===== config.mk =====
export PLATFORM = sky130hd
export DESIGN_NAME = stick_radial_deadzone_cursor
export DESIGN_NICKNAME = d
export VERILOG_FILES = /design/src/sv/srdc_pkg.sv /design/src/sv/stick_radial_deadzone_cursor.sv
export SDC_FILE = /design/constraint.sdc
export NUM_CORES = 2
export LEC_CHECK = 0
export ABC_AREA = 1
export BUFFER_PORTS_ARGS = -buffer_cell sky130_fd_sc_hd__buf_4
export CAP_MARGIN = 20
export CORE_MARGIN = 3
export CORE_UTILIZATION = 45
export CTS_BUF_LIST = sky130_fd_sc_hd__clkbuf_16
export CTS_CLUSTER_DIAMETER = 40
export CTS_CLUSTER_SIZE = 30
export DETAILED_ROUTE_END_ITERATION = 16
export SYNTH_ARGS = -nofsm -noshare
export SYNTH_HDL_FRONTEND = slang
export SYNTH_SLANG_ARGS = --single-unit

===== constraint.sdc =====
create_clock -name clk -period 5.8 [get_ports clk]
set_input_delay 1.16 -clock clk [delete_from_list [all_inputs] [get_ports clk]]
set_output_delay 1.16 -clock clk [all_outputs]
set_load 0.05 [all_outputs]

===== src/sv/srdc_pkg.sv =====
// srdc_pkg: widths, register indexes, reset values and the clamp helper
// for the stick radial deadzone cursor mover
// no dependencies
`default_nettype none

package srdc_pkg;

	// field widths
	localparam int TickW    = 32;
	localparam int AxisW    = 16;
	localparam int CoordW   = 12;
	localparam int DzW      = 16;
	localparam int SpeedW   = 12;
	localparam int SizeW    = 13;
	localparam int CfgDataW = 16;
	localparam int CfgIdxW  = 3;

	// packed stream words
	localparam int InW  = 88;
	localparam int OutW = 24;

	// datapath widths
	localparam int MagW   = 16;          // |axis| and integer magnitude
	localparam int SqW    = 32;          // sum of squares, root registers
	localparam int NW     = 17;          // normalised magnitude, Q1.16
	localparam int QW     = 12;          // per-axis step in pixels
	localparam int DivW   = 26;          // magnitude times 1000
	localparam int SumW   = CoordW + 2;  // signed cursor plus step
	localparam int CntW   = 5;

	// phase lengths in cycles
	localparam int SquareLen = 16;
	localparam int RootLen   = 16;
	localparam int NDivLen   = 17;
	localparam int MulLen    = 17;
	localparam int QDivLen   = 12;

	localparam int MaxStepMsDef = 50;

	localparam logic [NW-1:0]    NOne     = NW'(65536);
	localparam logic [SizeW-1:0] CoordMax = SizeW'((1 << CoordW) - 1);

	// reset values of the registers
	localparam logic [DzW-1:0]    DzRst     = DzW'(11796);
	localparam logic [SpeedW-1:0] SpeedRst  = SpeedW'(780);
	localparam logic [SizeW-1:0]  WidthRst  = SizeW'(960);
	localparam logic [SizeW-1:0]  HeightRst = SizeW'(544);

	// register indexes on the write port
	typedef enum logic [CfgIdxW-1:0] {
		REG_DEADZONE = 3'd0,
		REG_SPEED    = 3'd1,
		REG_ENABLE   = 3'd2,
		REG_WIDTH    = 3'd3,
		REG_HEIGHT   = 3'd4
	} cfg_reg_t;

	// clamp a signed position to [0, min(size - 1, coordinate max)]
	function automatic logic [CoordW-1:0] clamp_coord(input logic [SumW-1:0] pos,
			input logic [SizeW-1:0] size);
		logic [SizeW-1:0]  hi;
		logic [CoordW-1:0] res;
		hi = (size == '0) ? '0 : size - 1'b1;
		if (hi > CoordMax) begin
			hi = CoordMax;
		end
		if (pos[SumW-1]) begin
			res = '0;
		end else if (pos > SumW'(hi)) begin
			res = CoordW'(hi);
		end else begin
			res = pos[CoordW-1:0];
		end
		return res;
	endfunction

endpackage

`default_nettype wire


===== src/sv/stick_radial_deadzone_cursor.sv =====
// stick_radial_deadzone_cursor: bit-serial stick to cursor mover with radial deadzone
// depends on srdc_pkg
//
//  channel  | dir | handshake         | word
//  ---------+-----+-------------------+------------------------------------------------
//  s_       | in  | s_tvalid/s_tready | now_ms, stick_x, stick_y, cursor_x, cursor_y
//  m_       | out | m_tvalid/m_tready | new_x, new_y
//  cfg_     | in  | cfg_we            | cfg_index selects register, cfg_data value
//
// one word at a time: a moving word passes the square, root, check, normalise, scale, step
// divide and output states before the next word is taken; a word inside the deadzone goes
// back to idle from the check, and a word taken with the cursor disabled never leaves idle.
// the work is done by two shift-add lanes and the restoring root and dividers, one bit
// each per cycle, in the order squares, root, deadzone check, normalise, scale, step
// divide, output load.
// reset loads the register defaults and clears the last tick to zero.
// a new word is taken while a result waits in the output register; a finished word
// holds in its last state until that register is free.
`default_nettype none

module stick_radial_deadzone_cursor
	import srdc_pkg::*;
#(
	parameter int MAX_STEP_MS = MaxStepMsDef
) (
	input  wire logic                clk,
	input  wire logic                arst_n,
	// slave word, lsb up: now_ms[31:0], stick_x[47:32], stick_y[63:48],
	// cursor_x[75:64], cursor_y[87:76]
	input  wire logic                s_tvalid,
	output logic                     s_tready,
	input  wire logic [InW-1:0]      s_tdata,
	// master word, lsb up: new_x[11:0], new_y[23:12]
	output logic                     m_tvalid,
	input  wire logic                m_tready,
	output logic [OutW-1:0]          m_tdata,
	// register writes
	input  wire logic                cfg_we,
	input  wire logic [CfgIdxW-1:0]  cfg_index,
	input  wire logic [CfgDataW-1:0] cfg_data
);

	localparam int DtW = $clog2(MAX_STEP_MS + 1);
	localparam int SdW = SpeedW + DtW;
	localparam int PW  = NW + MagW + SdW;

	typedef enum logic [7:0] {
		ST_IDLE   = 8'b0000_0001,
		ST_SQUARE = 8'b0000_0010,
		ST_ROOT   = 8'b0000_0100,
		ST_CHECK  = 8'b0000_1000,
		ST_NDIV   = 8'b0001_0000,
		ST_MUL    = 8'b0010_0000,
		ST_QDIV   = 8'b0100_0000,
		ST_OUT    = 8'b1000_0000
	} state_t;

	state_t state_q;
	logic [CntW-1:0] cnt_q;

	// registers
	logic [DzW-1:0]    dz_q;
	logic [SpeedW-1:0] speed_q;
	logic              en_q;
	logic [SizeW-1:0]  width_q;
	logic [SizeW-1:0]  height_q;
	logic [TickW-1:0]  last_q;

	// per-word payload
	logic [DtW-1:0]    dt_q;
	logic [MagW-1:0]   mag_q [2];
	logic              neg_q [2];
	logic [CoordW-1:0] cur_q [2];

	// root, normalise and scale registers
	logic [SqW-1:0]  v_q, res_q, bit_q;
	logic [MagW-1:0] m_q;
	logic [SdW-1:0]  sd_q;
	logic [SqW-1:0]  rem_q, den_q;
	logic            sat_q;
	logic [NW-1:0]   n_q;

	// two shift-add / restoring divide lanes, x then y
	logic [PW-1:0] acc_q [2];
	logic [PW-1:0] mc_q  [2];
	logic [NW-1:0] mp_q  [2];

	logic [OutW-1:0] out_q;
	logic            out_valid_q;

	// input word fields
	logic [TickW-1:0]  now_ms;
	logic [AxisW-1:0]  stick [2];
	logic [CoordW-1:0] cursor [2];

	assign now_ms    = s_tdata[31:0];
	assign stick[0]  = s_tdata[47:32];
	assign stick[1]  = s_tdata[63:48];
	assign cursor[0] = s_tdata[75:64];
	assign cursor[1] = s_tdata[87:76];

	logic accept, out_load, last_step;
	assign s_tready  = (state_q == ST_IDLE);
	assign accept    = s_tvalid && s_tready;
	assign out_load  = (state_q == ST_OUT) && (!out_valid_q || m_tready);
	assign last_step = (cnt_q == '0);
	assign m_tvalid  = out_valid_q;
	assign m_tdata   = out_q;

	// elapsed time, capped
	logic [TickW-1:0] diff;
	logic [DtW-1:0]   dt_cap;
	assign diff   = now_ms - last_q;
	assign dt_cap = (diff > TickW'(MAX_STEP_MS)) ? DtW'(MAX_STEP_MS) : diff[DtW-1:0];

	// absolute axis values
	logic [MagW-1:0] abs_ax [2];
	always_comb begin
		for (int i = 0; i < 2; i++) begin
			abs_ax[i] = stick[i][AxisW-1] ? MagW'(-stick[i]) : stick[i];
		end
	end

	// one root iteration
	logic [SqW-1:0] trial;
	logic           root_ge;
	logic [SqW-1:0] res_next;
	assign trial    = res_q + bit_q;
	assign root_ge  = (v_q >= trial);
	assign res_next = root_ge ? ((res_q >> 1) + bit_q) : (res_q >> 1);

	// deadzone check and normalise operands
	logic [SqW-1:0] mm, dzs, num, den;
	logic [NW-1:0]  omd;
	logic           in_dz, sat;
	assign mm     = {m_q, 16'b0};
	assign dzs    = {1'b0, dz_q, 15'b0} - SqW'(dz_q);
	assign in_dz  = (mm <= dzs);
	assign num    = mm - dzs;
	assign omd    = NOne - NW'(dz_q);
	assign den    = {omd, 15'b0} - SqW'(omd);
	assign sat    = ({1'b0, num} >= {den, 1'b0});

	// one normalise division step, capped result on the last one
	logic           ndiv_ge;
	logic [SqW-1:0] ndiv_r;
	logic [NW-1:0]  n_next, n_fin;
	assign ndiv_ge = (rem_q >= den_q);
	assign ndiv_r  = ndiv_ge ? (rem_q - den_q) : rem_q;
	assign n_next  = {n_q[NW-2:0], ndiv_ge};
	assign n_fin   = (sat_q || (n_next > NOne)) ? NOne : n_next;

	// magnitude times 1000
	logic [DivW-1:0] dm;
	assign dm = {m_q, 10'b0} - DivW'({m_q, 4'b0}) - DivW'({m_q, 3'b0});

	// lane step logic
	logic [PW-1:0] mul_acc [2];
	logic          qge     [2];
	always_comb begin
		for (int i = 0; i < 2; i++) begin
			mul_acc[i] = mp_q[i][0] ? (acc_q[i] + mc_q[i]) : acc_q[i];
			qge[i]     = (acc_q[i] >= mc_q[i]);
		end
	end

	// new positions from the per-axis step
	logic [SumW-1:0]   pos  [2];
	logic [CoordW-1:0] newc [2];
	always_comb begin
		for (int i = 0; i < 2; i++) begin
			pos[i] = neg_q[i] ? (SumW'(cur_q[i]) - SumW'(mp_q[i][QW-1:0]))
			                  : (SumW'(cur_q[i]) + SumW'(mp_q[i][QW-1:0]));
		end
		newc[0] = clamp_coord(pos[0], width_q);
		newc[1] = clamp_coord(pos[1], height_q);
	end

	// control: sequencer, registers, last tick, output valid
	always_ff @(posedge clk or negedge arst_n) begin
		if (!arst_n) begin
			state_q     <= ST_IDLE;
			cnt_q       <= '0;
			dz_q        <= DzRst;
			speed_q     <= SpeedRst;
			en_q        <= 1'b1;
			width_q     <= WidthRst;
			height_q    <= HeightRst;
			last_q      <= '0;
			out_valid_q <= 1'b0;
		end else begin
			if (cfg_we) begin
				case (cfg_index)
					REG_DEADZONE: dz_q     <= cfg_data[DzW-1:0];
					REG_SPEED:    speed_q  <= cfg_data[SpeedW-1:0];
					REG_ENABLE:   en_q     <= cfg_data[0];
					REG_WIDTH:    width_q  <= cfg_data[SizeW-1:0];
					REG_HEIGHT:   height_q <= cfg_data[SizeW-1:0];
					default: ;
				endcase
			end
			if (accept) begin
				last_q <= now_ms;
			end
			if (out_load) begin
				out_valid_q <= 1'b1;
			end else if (m_tready) begin
				out_valid_q <= 1'b0;
			end
			if (!last_step) begin
				cnt_q <= cnt_q - 1'b1;
			end
			case (state_q)
				ST_IDLE: begin
					if (accept && en_q) begin
						state_q <= ST_SQUARE;
						cnt_q   <= CntW'(SquareLen - 1);
					end
				end
				ST_SQUARE: begin
					if (last_step) begin
						state_q <= ST_ROOT;
						cnt_q   <= CntW'(RootLen - 1);
					end
				end
				ST_ROOT: begin
					if (last_step) begin
						state_q <= ST_CHECK;
					end
				end
				ST_CHECK: begin
					if (in_dz) begin
						state_q <= ST_IDLE;
					end else begin
						state_q <= ST_NDIV;
						cnt_q   <= CntW'(NDivLen - 1);
					end
				end
				ST_NDIV: begin
					if (last_step) begin
						state_q <= ST_MUL;
						cnt_q   <= CntW'(MulLen - 1);
					end
				end
				ST_MUL: begin
					if (last_step) begin
						state_q <= ST_QDIV;
						cnt_q   <= CntW'(QDivLen - 1);
					end
				end
				ST_QDIV: begin
					if (last_step) begin
						state_q <= ST_OUT;
					end
				end
				ST_OUT: begin
					if (out_load) begin
						state_q <= ST_IDLE;
					end
				end
				default: state_q <= ST_IDLE;
			endcase
		end
	end

	// datapath: lanes, root, normalise divider, payload, output word
	always_ff @(posedge clk) begin
		if (out_load) begin
			out_q <= {newc[1], newc[0]};
		end
		case (state_q)
			ST_IDLE: begin
				if (accept) begin
					dt_q <= dt_cap;
					for (int i = 0; i < 2; i++) begin
						mag_q[i] <= abs_ax[i];
						neg_q[i] <= stick[i][AxisW-1];
						cur_q[i] <= cursor[i];
						acc_q[i] <= '0;
						mc_q[i]  <= PW'(abs_ax[i]);
						mp_q[i]  <= NW'(abs_ax[i]);
					end
				end
			end
			ST_SQUARE: begin
				for (int i = 0; i < 2; i++) begin
					acc_q[i] <= mul_acc[i];
					mc_q[i]  <= mc_q[i] << 1;
					mp_q[i]  <= mp_q[i] >> 1;
				end
				// sum of squares into the root, speed times time into lane x
				if (last_step) begin
					v_q      <= mul_acc[0][SqW-1:0] + mul_acc[1][SqW-1:0];
					res_q    <= '0;
					bit_q    <= SqW'(1) << (SqW - 2);
					acc_q[0] <= '0;
					mc_q[0]  <= PW'(speed_q);
					mp_q[0]  <= NW'(dt_q);
				end
			end
			ST_ROOT: begin
				if (root_ge) begin
					v_q <= v_q - trial;
				end
				res_q <= res_next;
				bit_q <= bit_q >> 2;
				for (int i = 0; i < 2; i++) begin
					acc_q[i] <= mul_acc[i];
					mc_q[i]  <= mc_q[i] << 1;
					mp_q[i]  <= mp_q[i] >> 1;
				end
				if (last_step) begin
					m_q  <= res_next[MagW-1:0];
					sd_q <= mul_acc[0][SdW-1:0];
				end
			end
			ST_CHECK: begin
				rem_q <= num;
				den_q <= den;
				sat_q <= sat;
				n_q   <= '0;
				for (int i = 0; i < 2; i++) begin
					acc_q[i] <= '0;
					mc_q[i]  <= PW'(sd_q);
					mp_q[i]  <= NW'(mag_q[i]);
				end
			end
			ST_NDIV: begin
				rem_q <= ndiv_r << 1;
				n_q   <= n_next;
				for (int i = 0; i < 2; i++) begin
					acc_q[i] <= mul_acc[i];
					mc_q[i]  <= mc_q[i] << 1;
					mp_q[i]  <= mp_q[i] >> 1;
				end
				// axis times speed times time, now scaled by the normalised magnitude
				if (last_step) begin
					n_q <= n_fin;
					for (int i = 0; i < 2; i++) begin
						acc_q[i] <= '0;
						mc_q[i]  <= mul_acc[i];
						mp_q[i]  <= n_fin;
					end
				end
			end
			ST_MUL: begin
				for (int i = 0; i < 2; i++) begin
					acc_q[i] <= mul_acc[i];
					mc_q[i]  <= mc_q[i] << 1;
					mp_q[i]  <= mp_q[i] >> 1;
				end
				// drop the Q16 fraction, set up the step divide by magnitude times 1000
				if (last_step) begin
					for (int i = 0; i < 2; i++) begin
						acc_q[i] <= mul_acc[i] >> 16;
						mc_q[i]  <= PW'({dm, 11'b0});
						mp_q[i]  <= '0;
					end
				end
			end
			ST_QDIV: begin
				for (int i = 0; i < 2; i++) begin
					if (qge[i]) begin
						acc_q[i] <= acc_q[i] - mc_q[i];
					end
					mc_q[i] <= mc_q[i] >> 1;
					mp_q[i] <= {mp_q[i][NW-2:0], qge[i]};
				end
			end
			ST_OUT: ;
			default: ;
		endcase
	end

`ifndef SYNTH
	a_start: assert property (@(posedge clk) disable iff (!arst_n)
		(accept && en_q) |=> (state_q == ST_SQUARE))
		else $error("enabled word did not start the square phase");

	a_tick: assert property (@(posedge clk) disable iff (!arst_n)
		accept |=> (last_q == $past(now_ms)))
		else $error("last tick not updated on accept");

	a_ncap: assert property (@(posedge clk) disable iff (!arst_n)
		(state_q == ST_MUL) |-> (n_q <= NOne))
		else $error("normalised magnitude above one");

	a_rose: assert property (@(posedge clk) disable iff (!arst_n)
		$rose(m_tvalid) |-> $past(state_q == ST_OUT))
		else $error("result raised outside the output state");

	a_hold: assert property (@(posedge clk) disable iff (!arst_n)
		((state_q == ST_OUT) && out_valid_q && !m_tready) |=> (state_q == ST_OUT))
		else $error("finished word left while the output register was full");
`endif

endmodule

`default_nettype wire

Yosys cells after proc, flatten, opt, wreduce, memory -nomap -nowiden
Memories as Yosys holds them, arrays and structs flattened.
Index checks and enable logic that the tools add are counted.

word-level totals
  flip-flop bits (word level) = 342
  bits in writable memories = 296
  memories kept = 6

memory list
  name   words  bits a word  rd ports  clocked after Yosys merged registers in  write ports  RTL line                            source
  acc_q  2      51           2         0                                        2            stick_radial_deadzone_cursor.sv:84  logic [PW-1:0] acc_q [2];
  mc_q   2      51           2         0                                        2            stick_radial_deadzone_cursor.sv:85  logic [PW-1:0] mc_q [2];
  mp_q   2      17           2         0                                        2            stick_radial_deadzone_cursor.sv:86  logic [NW-1:0] mp_q [2];
  mag_q  2      16           2         0                                        2            stick_radial_deadzone_cursor.sv:71  logic [MagW-1:0] mag_q [2];
  cur_q  2      12           2         0                                        2            stick_radial_deadzone_cursor.sv:73  logic [CoordW-1:0] cur_q [2];
  neg_q  2      1            2         0                                        2            stick_radial_deadzone_cursor.sv:72  logic neg_q [2];

operators by class
  $add $sub $neg = 25
  magnitude comparators = 12
  eq/ne operators = 20
  multiplexer cells = 122
  bitwise logic cells = 51
  reductions and logical operators = 23

operator list
  kind                                                            number
  2-to-1 mux 51 bit                                               36
  2-to-1 mux 17 bit                                               18
  case mux 32 bit (2 select lines)                                4
  2-to-1 mux 32 bit                                               5
  adder 51 bit                                                    2
  greater-or-equal comparator 51 bit                              2
  subtractor 51 bit                                               2
  subtractor 32 bit                                               3
  adder 32 bit                                                    2
  greater-or-equal comparator 32 bit                              2
  case mux 8 bit (8 select lines)                                 1
  2-to-1 mux 8 bit                                                7
  2-to-1 mux 13 bit                                               4
  bitwise OR 1 bit                                                51
  2-to-1 mux 16 bit                                               3
  2-to-1 mux 5 bit                                                7
  greater-or-equal comparator 32 x 33 -> 1 bit                    1
  adder 31 x 32 -> 32 bit                                         1
  greater-than comparator 32 x 6 -> 1 bit, second input constant  1
  less-or-equal comparator 32 bit                                 1
  negation 16 bit                                                 2
  case mux 16 bit (2 select lines)                                1
  subtractor 31 x 16 -> 32 bit                                    1
  subtractor 32 x 17 -> 32 bit                                    1
  other kinds (39)                                                95

Depth between registers and ports, before layout
  depth after elaboration = 14
  mapped depth = 33
  mapped depth without buffers = 32

Least setup slack after synthesis
OpenSTA, ideal clock, no wires.

  path kind = reg2reg
  start = register res_q[2]
  end = register v_q[0], enable pin
  library setup time = 0.432 ns
  data arrival time = 4.901 ns
  data required time = 5.368 ns
  path slack = 0.467 ns
  cell stages (with the launch flop) = 23
  period minus slack after synthesis = 5.333 ns
  cell sequence = edfxtp_1 -> ha_1 -> nand2_1 -> a21oi_1 -> nand2_1 -> nand2_1 -> nand3_1 -> o21ai_0 -> nand2_1 -> nand2_1 -> nand3_1 -> nand2_1 -> a21oi_1 -> xor2_1 -> ha_1 -> nand2_1 -> nor2_1 -> inv_1 -> nor4_1 -> nand2_1 -> nand4_1 -> inv_1 -> a21oi_1

between the ends
  longest elaborated chain between the ends = 4

RTL lines
  what                                  RTL line                             source
  start: declaration                    stick_radial_deadzone_cursor.sv:76   logic [SqW-1:0] v_q, res_q, bit_q;
  start signal: assignment              stick_radial_deadzone_cursor.sv:305  res_q <= res_next;
  adder 32 bit                          stick_radial_deadzone_cursor.sv:128  assign trial = res_q + bit_q;
  greater-or-equal comparator 32 bit    stick_radial_deadzone_cursor.sv:129  assign root_ge = (v_q >= trial);
  != test 2 bit (no source line)        --
  AND reduction 3 bit (no source line)  --
  end signal: assignment                stick_radial_deadzone_cursor.sv:293  v_q <= mul_acc[0][SqW-1:0] + mul_acc[1][SqW-1:0];
  end signal: assignment                stick_radial_deadzone_cursor.sv:303  v_q <= v_q - trial;
  end: declaration                      stick_radial_deadzone_cursor.sv:76

Every way passes these cells.
A chain may end at the register's enable or synchronous reset.

==> key figures <==
Global route
  – Total GRT Usage: around 37%
  – Initial antenna violation count: 11
  – Overflow left after global routing: 0
  – First-pass GRT wire length: between 400 and 500 mm
  – Largest net degree at the start of global routing: roughly 110
  – Vias in the first global route: 67179

Critical path
  – Worst-path cell chain: inv_1 > ha_1 > inv_1 > a21oi_1 > nand2_1 > nand2_1 > nand2_1 > nand2_1 > nand2_1 > xor2_1 > a21oi_1 > ha_1 > a21o_1 > nand2_1 > nand2_1 > a31oi_1 > nand3_1 > nand2_1 > nand2_1 > nand2_1 > nand2_1 > o21ai_0
  – Worst stage delay on the critical path: 0.82 ns
  – Worst endpoint required time: 6.31 ns
  – Crit start category: register
  – RR Startpoint: mc_q[0][4]
  – R2R setup slack: ~0.36 ns
  – Setup Crit Path Kind: register to register
  – Largest delay share family, worst path: compound AO/OA/AOI/OAI gates
  – Worst endpoint data arrival time: ~6 ns
  – Crit. End Element: register
  – WP buf/inv: 2
  – Worst-path fanout max: 7
  – Crit path top cell by count: nand2_1
  – R2r endpoint: v_q[24]
  – CP max-delay cell: a21oi_1
  – R2R depth: 22

Synthesis
  – Synthesized instance count: between 10000 and 15000
  – Seq cells post-synth: 622
  – Adder-Cell Fraction of Synth Area: about a tenth
  – XOR/XNOR share of the synthesized area: 3.78%
  – Top_reg_cell synth: edfxtp_1
  – Post-synthesis mux area share: 0%
  – Simple-gate share of the synthesized area: a little under a third
  – Distinct cells, synth: 66
  – Synth Cell Area: around 67000 sq um
  – Register area share after synthesis: 27.2%
  – Synth async-reset ratio: 16.2%
  – Syn_area_per_cell: 6.56 sq um
  – Yosys warns: 0
  – Post-synth EDFFs: roughly 520
  – Synth Area in Compound Gates: ~16%
  – Largest family of logic cells by synthesized area: simple AND/OR/NAND/NOR gates

Die
  – Die H: roughly 400 um
  – Full die area: between 150000 and 200000 sq um
  – Cell row count: 140
  – Top Ports: about 140
  – Die width: about 400 um
  – Core ar.: 147000 sq um
  – Starting Density: between 40% and 50%

Timing
  – Slew @ Worst Pin: approximately 1.2 ns
  – Slew Limit Fails: 0
  – RSZ-0062 raised after global routing: false
  – Slew HR: a little under a fifth
  – Min Tclk post-route: 5.44 ns
  – TNS Setup: 0 ns
  – Fin worst setup slack: around 0.36 ns
  – Final hold vios: 0
  – Tcrit/Tclk final: a little over nine tenths
  – Max Clock Freq: roughly 180 MHz
  – Setup violators final: 0
  – Clock Skews: 0.0600 ns

Clock network
  – Skew-Pair Late Insertion Delay: ~0.82 ns
  – Clock slew seen by the registers of the worst setup and hold paths: about 0.060 ns
  – Root buf cell: clkbuf_16
  – Post-CTS Hold Buffers: 0
  – Clock sinks: 622
  – Post-CTS Setup Repair Bufs: 0
  – Clk buf depth: 3
  – H-tree depth: 4
  – CTS tree: yes
  – Cts bufs inserted: 143
  – Post-CTS resize count: 0

Route
  – Final antenna-violating net count: 0
  – Final wirelength: between 200 and 300 mm
  – DRC Markers: 0
  – Via-to-Cell Ratio: 5.87
  – Via Count: between 70000 and 80000
  – Initial DRC count: approximately 8300
  – Drt wl/cell: 23.8 um
  – Drt first pass iters: 8

Place
  – Number of buffers added on ports: between 100 and 150
  – Hpwl dp: between 200 and 250 mm
  – Place WS: 0.559 ns
  – Gpl congestion: between 1 and 1.5

Power
  – Clock share of power: 18.8%
  – Seq pwr share: between 10% and 20%
  – Switching share of power: approximately 55%
  – Pint: 20.3 mW
  – Lkg Pwr: roughly 36 nW
  – Pwr/cell area: 596 nW/um^2
  – Peak supply drop: 317 uV
  – Comb power frac: between 60% and 70%
  – Sw Pwr: between 20 and 25 mW

Layout
  – Commonest cells after routing, fill and taps aside: nand2_1, inv_1, nor2_1
  – Nets@finish: 10911
  – Most common cell after layout, fill and taps aside: nand2_1
  – Share of cells above drive strength 1: 6.67%
  – Area growth syn-to-layout: 11.9%
  – Fin util: about half

Min path
  – Hold Crit Class: input pin to async pin

Flow run
  – MaxCap Viol Count: 0

Outcome
  – Status: finished, final reports clean
[power by group through the flow]
stage / clock network, mW / registers (mW) / logic, mW
6_report: 8.41 / 7.72 / 28.5
5_1_grt: 8.73 / 7.83 / 31.0
4_1_cts: 8.50 / 7.68 / 27.6
3_5_place_dp: 0 / 7.75 / 27.5
3_3_place_gp: 0 / 7.71 / 27.4
2_1_floorplan: 0 / 7.37 / 18.3
[layout make-up]
type	instances	area, sq um
Tap cell	1917	2400
Inverter	1440	5420
Antenna cell	5	12.5
Timing Repair Buffer	233	1840
Sequential cell	622	18200
Fill cell	15025	71800
Clock buffer	143	3580
Multi-Input combinational cell	7812	42000
Clock inverter	125	1400
[routing by layer]
layer | track usage [%] | share of wire, %
met1 | 48.2 | 41
met2 | 59.4 | 45
met3 | 7.15 | 9.4
met4 | 17.9 | 5.3
met5 | 0 | 0.0020
[worst max-delay path by stage]
stage          cells after the start  endpoint        from  slack (ns)
2_1_floorplan                     22    v_q[0]    res_q[2]        0.47
3_3_place_gp                      27     sat_q     dz_q[1]        0.53
3_5_place_dp                      27     sat_q     dz_q[1]        0.56
4_1_cts                           27     sat_q     dz_q[1]        0.54
5_1_grt                           23   v_q[26]  mc_q[0][4]        0.10
6_report                          22   v_q[24]  mc_q[0][4]        0.36
[state kept, by name, summed over array words and instances, names as in the netlist, 2 cells and up]
signal,flops
width_q,13
v_q,32
cur_q,24
acc_q,102
mc_q,102
dt_q,6
n_q,16
den_q,32
last_q,32
cnt_q,5
dz_q,16
state_q,8
sd_q,18
bit_q,16
neg_q,2
m_q,16
res_q,32
height_q,13
rem_q,32
m_tdata,24
speed_q,12
mag_q,32
mp_q,34
[through the flow]
stage	power (mW)	area [sq um]	instances	hold WS [ns]
2_1_floorplan	25.7	66900	10202	0.448
3_3_place_gp	35.1	69800	12022	0.470
3_5_place_dp	35.3	69800	12022	0.477
4_1_cts	43.8	74800	12290	0.176
5_1_grt	47.6	74800	12292	0.200
6_report	44.6	74900	12297	0.223
[synth_stat cells, drive strengths merged (2+ instances only)]
cell        n  area (sq um)
and3        8          50.1
a21oi     706          3530
o2111ai    28           245
fa         21           420
edfxtp    521         15600
dfstp      18           473
or2        94           588
o221a       2          22.5
dfrtp      83          2080
o31ai      10          75.1
a31oi      43           269
nand4     170          1070
nand2    2819         10700
a221oi     50           438
o221ai      8          70.1
o21ai     781          3920
nand3b     62           465
a21o       52           390
o22ai      25           156
a211oi     16           120
nor3      125           648
inv      1436          5390
a22oi      23           173
nor2      956          3760
nor4       30           188
xnor2      65           569
o21bai     85           638
nand3     718          3600
a21boi     30           225
xor2      213          1960
clkinv      4          16.3
and2       44           275
a32o        3          30.0
buf       156           767
o21a       21           158
a2111oi     2          17.5
ha        526          6580
clkbuf    172           648
o211ai     69           518
[logic make-up (layout without fill, tap and decap cells)]
family	count (synthesis)	count (layout)
compound gates	1956	1956
xor+xnor	278	278
fa+ha+maj	547	547
buf+inv	1768	1941
flops	622	622
other cells	1	7
simple gates	5029	5029
Power figures use the tool's default switching activity.
